===== config.mk =====
export PLATFORM = sky130hd
export DESIGN_NAME = greedy_nearest_pair_assigner_top
export DESIGN_NICKNAME = d
export VERILOG_FILES = /design/src/rtl/gnpa_pkg.sv /design/src/rtl/gnpa_dist.sv /design/src/rtl/greedy_nearest_pair_assigner_top.sv
export SDC_FILE = /design/constraint.sdc
export NUM_CORES = 2
export LEC_CHECK = 0
export ABC_CLOCK_PERIOD_IN_PS = 4900
export BUFFER_PORTS_ARGS = -buffer_cell sky130_fd_sc_hd__buf_2
export CORE_ASPECT_RATIO = 0.7
export CORE_UTILIZATION = 45
export CTS_CLUSTER_SIZE = 40
export DETAILED_ROUTE_END_ITERATION = 10
export SLEW_MARGIN = 5
export SYNTH_ARGS = -nofsm -noshare
export SYNTH_HDL_FRONTEND = slang
export SYNTH_HIERARCHICAL = 1
export SYNTH_SLANG_ARGS = --single-unit

===== constraint.sdc =====
create_clock -name clock -period 4.9 [get_ports clock]
set_input_delay 0.245 -clock clock [delete_from_list [all_inputs] [get_ports clock]]
set_output_delay 0.245 -clock clock [all_outputs]
set_load 0.02 [all_outputs]

===== src/rtl/gnpa_pkg.sv =====
// Package for the greedy nearest-pair assigner.
// Holds sizes, command and status codes, payload structs and sequencer states.
// No dependencies.
package gnpa_pkg;

   localparam int MAX_REQUESTERS = 32;
   localparam int MAX_RESOURCES  = 64;
   localparam int COORD_BITS     = 10;

   localparam int REQ_IDX_BITS = $clog2(MAX_REQUESTERS);
   localparam int REQ_CNT_BITS = $clog2(MAX_REQUESTERS + 1);
   localparam int RES_IDX_BITS = $clog2(MAX_RESOURCES);
   localparam int RES_CNT_BITS = $clog2(MAX_RESOURCES + 1);
   localparam int CNT_BITS     = (REQ_CNT_BITS > RES_CNT_BITS) ? REQ_CNT_BITS : RES_CNT_BITS;
   localparam int DIST_BITS    = COORD_BITS + 1;

   localparam int RSP_REQ_BITS = 5;
   localparam int RSP_RES_BITS = 6;

   localparam logic [1:0] CMD_LOAD_REQ = 2'd0;
   localparam logic [1:0] CMD_LOAD_RES = 2'd1;
   localparam logic [1:0] CMD_SOLVE    = 2'd2;

   localparam logic STATUS_OK  = 1'b0;
   localparam logic STATUS_ERR = 1'b1;

   typedef struct packed {
      logic [COORD_BITS-1:0] x;
      logic [COORD_BITS-1:0] y;
   } point_type;

   typedef struct packed {
      logic [1:0]            cmd;
      logic [COORD_BITS-1:0] x_coord;
      logic [COORD_BITS-1:0] y_coord;
   } req_type;

   typedef struct packed {
      logic [RSP_REQ_BITS-1:0] requester_index;
      logic [RSP_RES_BITS-1:0] resource_index;
      logic                    status;
      logic                    last;
   } rsp_type;

   typedef enum logic [2:0] {
      ST_IDLE,
      ST_SCAN,
      ST_DRAIN,
      ST_COMMIT,
      ST_EMIT,
      ST_ERROR
   } state_type;

endpackage


===== src/rtl/gnpa_dist.sv =====
// Shared Manhattan distance unit with registered output.
// Depends on gnpa_pkg.
module gnpa_dist (
   input  logic                        clock,
   input  gnpa_pkg::point_type         pa,
   input  gnpa_pkg::point_type         pb,
   output logic [gnpa_pkg::DIST_BITS-1:0] distance
);
   import gnpa_pkg::*;

   logic [COORD_BITS-1:0] dx;
   logic [COORD_BITS-1:0] dy;
   logic [DIST_BITS-1:0]  dist_in;
   logic [DIST_BITS-1:0]  dist_ff;

   always_comb begin
      dx      = (pa.x > pb.x) ? (pa.x - pb.x) : (pb.x - pa.x);
      dy      = (pa.y > pb.y) ? (pa.y - pb.y) : (pb.y - pa.y);
      dist_in = DIST_BITS'(dx) + DIST_BITS'(dy);
   end

   always_ff @(posedge clock) begin
      dist_ff <= dist_in;
   end

   assign distance = dist_ff;

endmodule


===== src/rtl/greedy_nearest_pair_assigner_top.sv =====
// Greedy nearest-pair assigner, top level.
// Depends on gnpa_pkg and gnpa_dist.
//
// Load commands (requester or resource point) keep busy low, so loads can
// be issued back to back. A solve raises busy and runs R rounds, R being
// the requester count and S the resource count; each round walks every
// requester/resource pair through the single distance unit, one pair per
// cycle, then drains the pair pipeline and commits the chosen pair.
// The R results then leave back to back, rsp_strobe high for one cycle
// each; the last strobe comes in the first cycle with busy low. A rejected
// solve (overflow, no requesters or too few resources) gives a single error
// result, from the error state through the result register.
// There is no backpressure on the result side: the receiver must take every
// strobe.
module greedy_nearest_pair_assigner_top (
   input  logic              clock,
   input  logic              reset,
   input  logic              start,
   output logic              busy,
   input  gnpa_pkg::req_type req_payload,
   output logic              rsp_strobe,
   output gnpa_pkg::rsp_type rsp_payload
);
   import gnpa_pkg::*;

   state_type state_ff, state_in;

   logic [REQ_CNT_BITS-1:0] req_cnt_ff;
   logic [RES_CNT_BITS-1:0] res_cnt_ff;
   logic                    overflow_ff;

   point_type req_mem [MAX_REQUESTERS];
   point_type res_mem [MAX_RESOURCES];
   point_type req_rd_ff;
   point_type res_rd_ff;

   logic [MAX_REQUESTERS-1:0] assigned_vld_ff;
   logic [RES_IDX_BITS-1:0]   assigned_res_ff [MAX_REQUESTERS];
   logic [MAX_RESOURCES-1:0]  taken_ff;

   logic [REQ_IDX_BITS-1:0] i_ff;
   logic [RES_IDX_BITS-1:0] j_ff;
   logic [REQ_CNT_BITS-1:0] round_ff;
   logic [REQ_IDX_BITS-1:0] k_ff;

   logic                    s1_vld_ff, s1_live_ff, s1_last_ff;
   logic [REQ_IDX_BITS-1:0] s1_i_ff;
   logic [RES_IDX_BITS-1:0] s1_j_ff;
   logic                    s2_vld_ff, s2_live_ff, s2_last_ff;
   logic [REQ_IDX_BITS-1:0] s2_i_ff;
   logic [RES_IDX_BITS-1:0] s2_j_ff;
   logic [DIST_BITS-1:0]    pair_dist;

   logic                    best_vld_ff;
   logic [DIST_BITS-1:0]    best_d_ff;
   logic [REQ_IDX_BITS-1:0] best_i_ff;
   logic [RES_IDX_BITS-1:0] best_j_ff;

   rsp_type rsp_ff, rsp_in;
   logic    rsp_strobe_ff, rsp_strobe_in;

   logic take;
   logic load_req, load_res, solve_go;
   logic solve_bad;
   logic j_end, i_end, last_issue;
   logic round_end, emit_last;
   logic issue, commit, run_clear;
   logic better;

   point_type ld_pt;

   assign take     = start && !busy;
   assign ld_pt.x  = req_payload.x_coord;
   assign ld_pt.y  = req_payload.y_coord;
   assign solve_bad = overflow_ff || (req_cnt_ff == '0) ||
                      (CNT_BITS'(req_cnt_ff) > CNT_BITS'(res_cnt_ff));

   assign j_end      = RES_CNT_BITS'(j_ff) == (res_cnt_ff - RES_CNT_BITS'(1));
   assign i_end      = REQ_CNT_BITS'(i_ff) == (req_cnt_ff - REQ_CNT_BITS'(1));
   assign last_issue = i_end && j_end;
   assign round_end  = (round_ff + REQ_CNT_BITS'(1)) == req_cnt_ff;
   assign emit_last  = REQ_CNT_BITS'(k_ff) == (req_cnt_ff - REQ_CNT_BITS'(1));

   // next state
   always_comb begin
      state_in = state_ff;
      case (state_ff)
         ST_IDLE: begin
            if (take && req_payload.cmd == CMD_SOLVE) begin
               state_in = solve_bad ? ST_ERROR : ST_SCAN;
            end
         end
         ST_SCAN: begin
            if (last_issue) begin
               state_in = ST_DRAIN;
            end
         end
         ST_DRAIN: begin
            if (s2_vld_ff && s2_last_ff) begin
               state_in = ST_COMMIT;
            end
         end
         ST_COMMIT: begin
            state_in = round_end ? ST_EMIT : ST_SCAN;
         end
         ST_EMIT: begin
            if (emit_last) begin
               state_in = ST_IDLE;
            end
         end
         ST_ERROR: state_in = ST_IDLE;
         default:  state_in = ST_IDLE;
      endcase
   end

   // outputs
   always_comb begin
      busy          = 1'b1;
      load_req      = 1'b0;
      load_res      = 1'b0;
      solve_go      = 1'b0;
      issue         = 1'b0;
      commit        = 1'b0;
      run_clear     = 1'b0;
      rsp_strobe_in = 1'b0;
      rsp_in.requester_index = RSP_REQ_BITS'(k_ff);
      rsp_in.resource_index  = RSP_RES_BITS'(assigned_res_ff[k_ff]);
      rsp_in.status          = STATUS_OK;
      rsp_in.last            = emit_last;
      case (state_ff)
         ST_IDLE: begin
            busy     = 1'b0;
            load_req = start && req_payload.cmd == CMD_LOAD_REQ;
            load_res = start && req_payload.cmd == CMD_LOAD_RES;
            solve_go = start && req_payload.cmd == CMD_SOLVE;
         end
         ST_SCAN:   issue  = 1'b1;
         ST_DRAIN:  issue  = 1'b0;
         ST_COMMIT: commit = 1'b1;
         ST_EMIT: begin
            rsp_strobe_in = 1'b1;
            run_clear     = emit_last;
         end
         ST_ERROR: begin
            rsp_strobe_in          = 1'b1;
            run_clear              = 1'b1;
            rsp_in.requester_index = '0;
            rsp_in.resource_index  = '0;
            rsp_in.status          = STATUS_ERR;
            rsp_in.last            = 1'b1;
         end
         default: busy = 1'b1;
      endcase
   end

   always_ff @(posedge clock) begin
      if (reset) begin
         state_ff <= ST_IDLE;
      end else begin
         state_ff <= state_in;
      end
   end

   // point stores
   always_ff @(posedge clock) begin
      if (load_req && req_cnt_ff < REQ_CNT_BITS'(MAX_REQUESTERS)) begin
         req_mem[req_cnt_ff[REQ_IDX_BITS-1:0]] <= ld_pt;
      end
      req_rd_ff <= req_mem[i_ff];
   end

   always_ff @(posedge clock) begin
      if (load_res && res_cnt_ff < RES_CNT_BITS'(MAX_RESOURCES)) begin
         res_mem[res_cnt_ff[RES_IDX_BITS-1:0]] <= ld_pt;
      end
      res_rd_ff <= res_mem[j_ff];
   end

   // counts and overflow
   always_ff @(posedge clock) begin
      if (reset || run_clear) begin
         req_cnt_ff  <= '0;
         res_cnt_ff  <= '0;
         overflow_ff <= 1'b0;
      end else begin
         if (load_req) begin
            if (req_cnt_ff < REQ_CNT_BITS'(MAX_REQUESTERS)) begin
               req_cnt_ff <= req_cnt_ff + REQ_CNT_BITS'(1);
            end else begin
               overflow_ff <= 1'b1;
            end
         end
         if (load_res) begin
            if (res_cnt_ff < RES_CNT_BITS'(MAX_RESOURCES)) begin
               res_cnt_ff <= res_cnt_ff + RES_CNT_BITS'(1);
            end else begin
               overflow_ff <= 1'b1;
            end
         end
      end
   end

   // scan walk
   always_ff @(posedge clock) begin
      if (reset) begin
         i_ff     <= '0;
         j_ff     <= '0;
         round_ff <= '0;
         k_ff     <= '0;
      end else begin
         if (solve_go || commit) begin
            i_ff <= '0;
            j_ff <= '0;
         end else if (issue && !last_issue) begin
            if (j_end) begin
               j_ff <= '0;
               i_ff <= i_ff + REQ_IDX_BITS'(1);
            end else begin
               j_ff <= j_ff + RES_IDX_BITS'(1);
            end
         end
         if (solve_go) begin
            round_ff <= '0;
         end else if (commit) begin
            round_ff <= round_ff + REQ_CNT_BITS'(1);
         end
         if (solve_go) begin
            k_ff <= '0;
         end else if (state_ff == ST_EMIT) begin
            k_ff <= k_ff + REQ_IDX_BITS'(1);
         end
      end
   end

   // pair pipeline
   always_ff @(posedge clock) begin
      if (reset) begin
         s1_vld_ff <= 1'b0;
         s2_vld_ff <= 1'b0;
      end else begin
         s1_vld_ff <= issue;
         s2_vld_ff <= s1_vld_ff;
      end
      s1_live_ff <= !assigned_vld_ff[i_ff] && !taken_ff[j_ff];
      s1_last_ff <= last_issue;
      s1_i_ff    <= i_ff;
      s1_j_ff    <= j_ff;
      s2_live_ff <= s1_live_ff;
      s2_last_ff <= s1_last_ff;
      s2_i_ff    <= s1_i_ff;
      s2_j_ff    <= s1_j_ff;
   end

   gnpa_dist u_dist (
      .clock    (clock),
      .pa       (req_rd_ff),
      .pb       (res_rd_ff),
      .distance (pair_dist)
   );

   assign better = s2_vld_ff && s2_live_ff && (!best_vld_ff || pair_dist < best_d_ff);

   always_ff @(posedge clock) begin
      if (reset || solve_go || commit) begin
         best_vld_ff <= 1'b0;
      end else if (better) begin
         best_vld_ff <= 1'b1;
      end
      if (better) begin
         best_d_ff <= pair_dist;
         best_i_ff <= s2_i_ff;
         best_j_ff <= s2_j_ff;
      end
   end

   // assignment state
   always_ff @(posedge clock) begin
      if (reset || run_clear) begin
         assigned_vld_ff <= '0;
         taken_ff        <= '0;
      end else if (commit) begin
         assigned_vld_ff[best_i_ff] <= 1'b1;
         taken_ff[best_j_ff]        <= 1'b1;
      end
      if (commit) begin
         assigned_res_ff[best_i_ff] <= best_j_ff;
      end
   end

   // result register
   always_ff @(posedge clock) begin
      if (reset) begin
         rsp_strobe_ff <= 1'b0;
      end else begin
         rsp_strobe_ff <= rsp_strobe_in;
      end
      rsp_ff <= rsp_in;
   end

   assign rsp_strobe  = rsp_strobe_ff;
   assign rsp_payload = rsp_ff;

   a_commit_has_pair: assert property (@(posedge clock) disable iff (reset)
      state_ff == ST_COMMIT |-> best_vld_ff)
      else $error("commit without a chosen pair");

   a_emit_assigned: assert property (@(posedge clock) disable iff (reset)
      state_ff == ST_EMIT |-> assigned_vld_ff[k_ff])
      else $error("emitting an unassigned requester");

   a_strobe_source: assert property (@(posedge clock) disable iff (reset)
      rsp_strobe |-> ($past(state_ff) == ST_EMIT || $past(state_ff) == ST_ERROR))
      else $error("result transfer outside emit");

   a_commit_free: assert property (@(posedge clock) disable iff (reset)
      state_ff == ST_COMMIT |-> !taken_ff[best_j_ff] && !assigned_vld_ff[best_i_ff])
      else $error("commit reuses a resource or requester");

   a_count_bound: assert property (@(posedge clock) disable iff (reset)
      req_cnt_ff <= REQ_CNT_BITS'(MAX_REQUESTERS) && res_cnt_ff <= RES_CNT_BITS'(MAX_RESOURCES))
      else $error("point count beyond capacity");

endmodule

=== Word-level counts from Yosys, hierarchy flattened ===
Memories as Yosys holds them, arrays and structs flattened. A register that Yosys moved wholly into a read port is not among the register bits.
Cells that the tools add are included.

* Add/subtract/negate cells: 13
* $lt $le $gt $ge: 12
* Equality and inequality tests: 15
* Mux-type cells: 37
* Bitwise logic cells: 2
* Reductions and logical operators: 36

{| class="wikitable"
|+ Operator list
! operator !! count
|-
| 64-bit OR || 1
|-
| 10-bit subtractor || 4
|-
| 32-bit OR || 1
|-
| 1-bit two-way mux || 21
|-
| 10-bit greater-than comparator || 2
|-
| 10-bit two-way mux || 2
|-
| 6-bit by 1-bit adder with 6-bit output, second input constant || 3
|-
| 3-bit two-way mux || 6
|-
| 1-bit logical AND || 15
|-
| 3-bit case mux with 5 select lines || 1
|-
| 6-bit by 7-bit < comparator with 1-bit output, second input constant || 2
|-
| 5-bit by 6-bit equality test with 1-bit output || 2
|-
| 5-bit by 6-bit < comparator with 1-bit output, second input constant || 2
|-
| 10-bit by 10-bit adder with 11-bit output || 1
|-
| 11-bit < comparator || 1
|-
| 5-bit by 1-bit adder with 5-bit output, second input constant || 2
|-
| 7-bit by 1-bit adder with 7-bit output, second input constant || 1
|-
| 6-bit by 7-bit equality test with 1-bit output || 1
|-
| 6-bit by 7-bit greater-than comparator with 1-bit output || 1
|-
| 1-bit logical OR || 7
|-
| 7-bit < comparator, second input constant || 1
|-
| 7-bit by 1-bit subtractor with 7-bit output, second input constant || 1
|-
| 1-bit binary-select mux with 6-bit select || 1
|-
| 1-bit demux with 6-bit select || 1
|-
| other kinds (24) || 35
|}

* Register bits: 205
* Bits in writable memories: 2112
* Bits of input ports: 25
* Output and inout bits: 15
* Word-level logic and storage cells: 147
* Memories kept: 3

{| class="wikitable"
|+ Memory list
! name !! depth !! bits a word !! read ports !! clocked after Yosys merged registers in !! write ports !! RTL line !! RTL
|-
| res_mem || 64 || 20 || 1 || 1 || 1 || greedy_nearest_pair_assigner_top.sv:33 || <nowiki>point_type res_mem [MAX_RESOURCES];</nowiki>
|-
| req_mem || 32 || 20 || 1 || 1 || 1 || greedy_nearest_pair_assigner_top.sv:32 || <nowiki>point_type req_mem [MAX_REQUESTERS];</nowiki>
|-
| assigned_res_ff || 32 || 6 || 1 || 1 || 1 || greedy_nearest_pair_assigner_top.sv:38 || <nowiki>logic [RES_IDX_BITS-1:0] assigned_res_ff [MAX_REQUESTERS];</nowiki>
|}

=== Longest topological paths before layout ===
* Word-level depth: 6
* Depth in mapped cells: 17
* Mapped depth without buffers: 17

=== Cells and area by module ===
The synthesis kept the hierarchy.

{| class="wikitable"
|+ By module, submodules not included
! module !! instances !! cells each !! area an instance (µm²) !! sequential area each (µm²)
|-
| greedy_nearest_pair_assigner_top || 1 || 4127 || 89752.3 || 68445.6
|-
| gnpa_dist || 1 || 294 || 2367.3 || 220.2
|}

=== Worst setup path after synthesis ===
No wires, ideal clock.

* Kind: flip-flop to flip-flop
* Start point: reg, netlist name req_rd_ff[0]
* End point: reg u_dist.dist_ff[9] (netlist: u_dist/distance[9])
* Setup time: 0.064 ns
* Arrival: 3.696 ns
* Setup slack: 1.140 ns
* Stages on the path, launching flop included: 17
* Path buffers: 0
* Period minus slack after synthesis: 3.760 ns
* Cell sequence: dfxtp_1 -> inv_1 -> ha_1 -> inv_1 -> fa_1 -> a21o_1 -> a221o_1 -> a2111oi_4 -> nor2_4 -> mux2_4 -> ha_1 -> a21o_1 -> a21oi_1 -> o21ai_0 -> a21oi_1 -> or4b_2 -> nand4_1

* Longest elaborated chain between the ends: 3
* Elaborated cells on any way between the ends: 5

{| class="wikitable"
|+ RTL lines
! item !! RTL line !! RTL
|-
| 10-bit subtractor or 10-bit greater-than comparator (tied branches) || gnpa_dist.sv:18 || <nowiki>dy = (pa.y > pb.y) ? (pa.y - pb.y) : (pb.y - pa.y);</nowiki>
|-
| 10-bit two-way mux (*) || gnpa_dist.sv:18 ||
|-
| 10-bit by 10-bit adder with 11-bit output (*) || gnpa_dist.sv:19 || <nowiki>dist_in = DIST_BITS'(dx) + DIST_BITS'(dy);</nowiki>
|-
| via u_dist.dist_in[9] || gnpa_dist.sv:13 || <nowiki>logic [DIST_BITS-1:0] dist_in;</nowiki>
|-
| end signal, assigned || gnpa_dist.sv:23 || <nowiki>dist_ff <= dist_in;</nowiki>
|-
| end, declared || gnpa_dist.sv:14 || <nowiki>logic [DIST_BITS-1:0] dist_ff;</nowiki>
|}

The timed path passes the listed nets; every way through them passes the cells marked *.
A chain may end at the register's enable or synchronous reset.

=== Final worst setup path ===
* Start point: reg, netlist name req_rd_ff[0]
* End point: reg u_dist.dist_ff[9] (netlist: u_dist/distance[9])

* Longest elaborated chain between the ends: 3
* Elaborated cells on any way between the ends: 5

{| class="wikitable"
|+ RTL lines
! item !! RTL line
|-
| 10-bit subtractor or 10-bit greater-than comparator (tied branches) || gnpa_dist.sv:18
|-
| 10-bit two-way mux (*) || gnpa_dist.sv:18
|-
| 10-bit by 10-bit adder with 11-bit output (*) || gnpa_dist.sv:19
|-
| via u_dist.dist_in[9] || gnpa_dist.sv:13
|}

Marks and branches as above.

==> reports/metrics.cfg <==
[placement]
io_buffers=39
dp_hpwl_um=134500
globalplace.congestion=0.8449
pre_cts_ws_ns=0.8170
postPlaceCellArea_sq_um=96610

[cts]
cts_root_buffer=clkbuf_16
clock_path_buffers=4
numCtsBuffers=221
post_cts_buffers=0
tritoncts=yes
htree_levels=4
clkSlewWorstSetupHoldPaths_ns=0.06
cts_sinks=2363
clk_latency_ns=0.86

[drt]
via_per_inst=5.891
drtIter0Drc=5505
drcViolationCount=0
drtPass1Iterations=6
routedWlPerCell_um=29.50
ant_nets=0
routed_wl_um=222900
vias=44510

[floorplanning]
die_area_sq_um=206600
die_y_um=380.5
start_util_pct=45.44
ioPinCount=40
die_w_um=542.8
core-area_sq_um=202700
num_rows=138

[synthesis]
synth_seq_cells=2363
yosysWarningCount=6
syn_area_sq_um=92120
synthDistinctLibCells=80
syn_avg_cell_area_sq_um=20.84
syn_nets=4526
synthArstFlopShare_pct=0
synthFlopType=edfxtp_1
netlist_instances=4421
synth-edff-count=2134
ys_seq_area_share_pct=74.54

[run_status]
status=finished clean

[power]
powerDensity_nw_per_um2=427.7
p_leak_nw=31.98
ir_worst_vdd_uv=316.4

[finish]
nets=4760
utilization_pct=51.13
layout_common_cells=2,134 x edfxtp_1, 661 x mux4_2, 224 x clkbuf_16
fin_area_sq_um=103600
syn_to_final_growth_pct=12.51
layout-drive-gt1-share_pct=27.68
final_common_cell=edfxtp_1

[sta]
grt_setup_unrepaired=no
worstMarginPinSlew_ns=1.179
finalCritPeriodShare_pct=84.61
relSlewSlack_pct=21.39
fmax_mhz=241.2
layout_setup_ws_ns=0.7539
setup_viol=0
period_minus_slack_ns=4.146
hold_viol_final=0
setup_tns_ns=0
clock_skew_ns=0.04397
drv_slew=0
hold_ws_ns=0.05846

[worst_setup_path]
r2r-start=req_rd_ff[0]
required_ns=5.68
rrSetupSlack_ns=0.75
worstSetupPathType=reg2reg
critPathArrivalTime_ns=4.93
cp-start-kind=register
end_kind=register
ff2ff_path_depth=16
r2r_end=u_dist/distance[9]
crit_fanout=9

[hold_path]
hold_depth=1
min-delay-start=req_payload[12]
hold_class=in2reg
whs_endpoint=res_mem[3][12]

[global_route]
grt_pass1_wl_um=321100
antenna_found_initial=20
grt_use_total_pct=21.63
grt_max_degree=97
overflow=0
grt_pass1_vias=43520

[run]
maxCapViolations=0

## worst max-delay path by stage
stage	from	end	depth (start not counted)
after global routing	req_rd_ff[0]	u_dist/distance[9]	16
after floorplan	req_rd_ff[0]	u_dist/distance[9]	16
after detailed placement	req_rd_ff[0]	u_dist/distance[9]	16
after CTS	req_rd_ff[0]	u_dist/distance[9]	16
after global placement	req_rd_ff[0]	u_dist/distance[9]	16
final	req_rd_ff[0]	u_dist/distance[9]	16
## flip-flops by register name (all words and copies together), names as in the netlist, 3 cells and up
name,count
assigned_res_ff,192
rsp_payload,13
state_ff,3
round_ff,6
res_mem,1280
s2_j_ff,6
req_rd_ff,20
best_i_ff,5
u_dist/distance,11
best_j_ff,6
req_mem,640
res_rd_ff,20
taken_ff,64
j_ff,6
best_d_ff,11
k_ff,5
i_ff,5
s2_i_ff,5
res_cnt_ff,7
req_cnt_ff,6
s1_i_ff,5
assigned_vld_ff,32
s1_j_ff,6
## cell type report
class | instances | area (sq um)
antenna | 2 | 5.005
clock buffer | 289 | 5949
clock inverter | 102 | 884.6
fill | 16030 | 99070
inverter | 78 | 292.8
multi-input combinational | 1747 | 22340
sequential | 2363 | 68700
tap | 2730 | 3416
timing repair buffer | 244 | 2057
## metrics by stage
step / total power, mW / instances
detailed placement: 28.22 / 7143
finish: 44.33 / 7555
floorplan: 26.52 / 4421
CTS: 44.71 / 7553
global placement: 28.18 / 7143
global route: 45.85 / 7553
## cell families (layout without fill, tap and decap cells)
logic type,count (synthesis),in the layout,share of synthesized area (%)
AOI/OAI and AO/OA,298,298,2.161
xor gates and xnor gates,67,67,0.6370
adders and majority gates,80,80,1.127
buffers and inverters,311,713,1.498
DFF,2363,2363,74.54
muxes,758,758,17.25
other,0,2,0
and+or+nand+nor,544,544,2.787
## per-layer routing
metal	GRT usage [%]	routed length (um)	share of wire (%)	up-vias
met5	0	41	0.018	-
met4	3.941	3673	1.6	6
met3	4.949	20200	9.1	265
met2	29.22	93150	42	1707
met1	35.64	105800	47	23910
li1	-	-	-	18620
## report_power, final
part / total, mW / switching (mW) / internal (mW)
Clock: 16.6 / 7.32 / 9.24
Sequential: 22.4 / 0.238 / 22.2
Combinational: 5.33 / 2.93 / 2.41
Total: 44.3 / 10.5 / 33.8
## Yosys cell counts (7+ instances only)
cell / n / area (sq um)
clkbuf_1: 88 / 330.3
buf_2: 92 / 460.4
o21ai_0: 20 / 100.1
a211oi_1: 16 / 120.1
nor3_1: 18 / 90.09
and2_1: 13 / 81.33
edfxtp_1: 2134 / 64080
nand3_1: 35 / 175.2
nor3b_1: 10 / 75.07
ha_1: 75 / 938.4
nand4_1: 8 / 50.05
a2111oi_0: 8 / 70.07
a21o_1: 24 / 180.2
dfxtp_1: 229 / 4584
buf_4: 14 / 105.1
nand3b_1: 12 / 90.09
a21oi_1: 109 / 545.5
a22oi_1: 31 / 232.7
xor2_1: 29 / 254.0
nor2_1: 301 / 1130
nor2b_1: 21 / 131.4
o21ai_1: 8 / 40.04
a31oi_1: 17 / 106.4
mux4_2: 661 / 14890
mux2_2: 21 / 236.5
o21ba_1: 10 / 100.1
buf_1: 33 / 123.9
xnor2_1: 38 / 332.8
nand2_1: 67 / 251.5
nand2b_1: 7 / 43.79
mux2i_1: 74 / 740.7
or3_1: 11 / 68.82
inv_1: 75 / 281.5
o21a_1: 7 / 52.55
## timing repair
item	4_1_cts	5_1_grt
endpoints found under the hold margin	573	0
hold buffers	19	0
resized for setup	0	0
## worst max-delay path, stage by stage, from the launching register on
cell       delay, ns
dfxtp_1         0.31
inv_1           0.05
ha_1            0.14
inv_1           0.06
fa_1            0.40
a21o_1          0.19
a221o_1         0.37
a2111oi_4       0.43
nor2_4          0.14
mux2i_1         0.22
xnor2_1         0.16
ha_1            0.36
a21oi_1         0.11
o21ai_0         0.23
a21oi_1         0.17
or4b_2          0.62
nand4_1         0.10
Power figures use the tool's default switching activity.
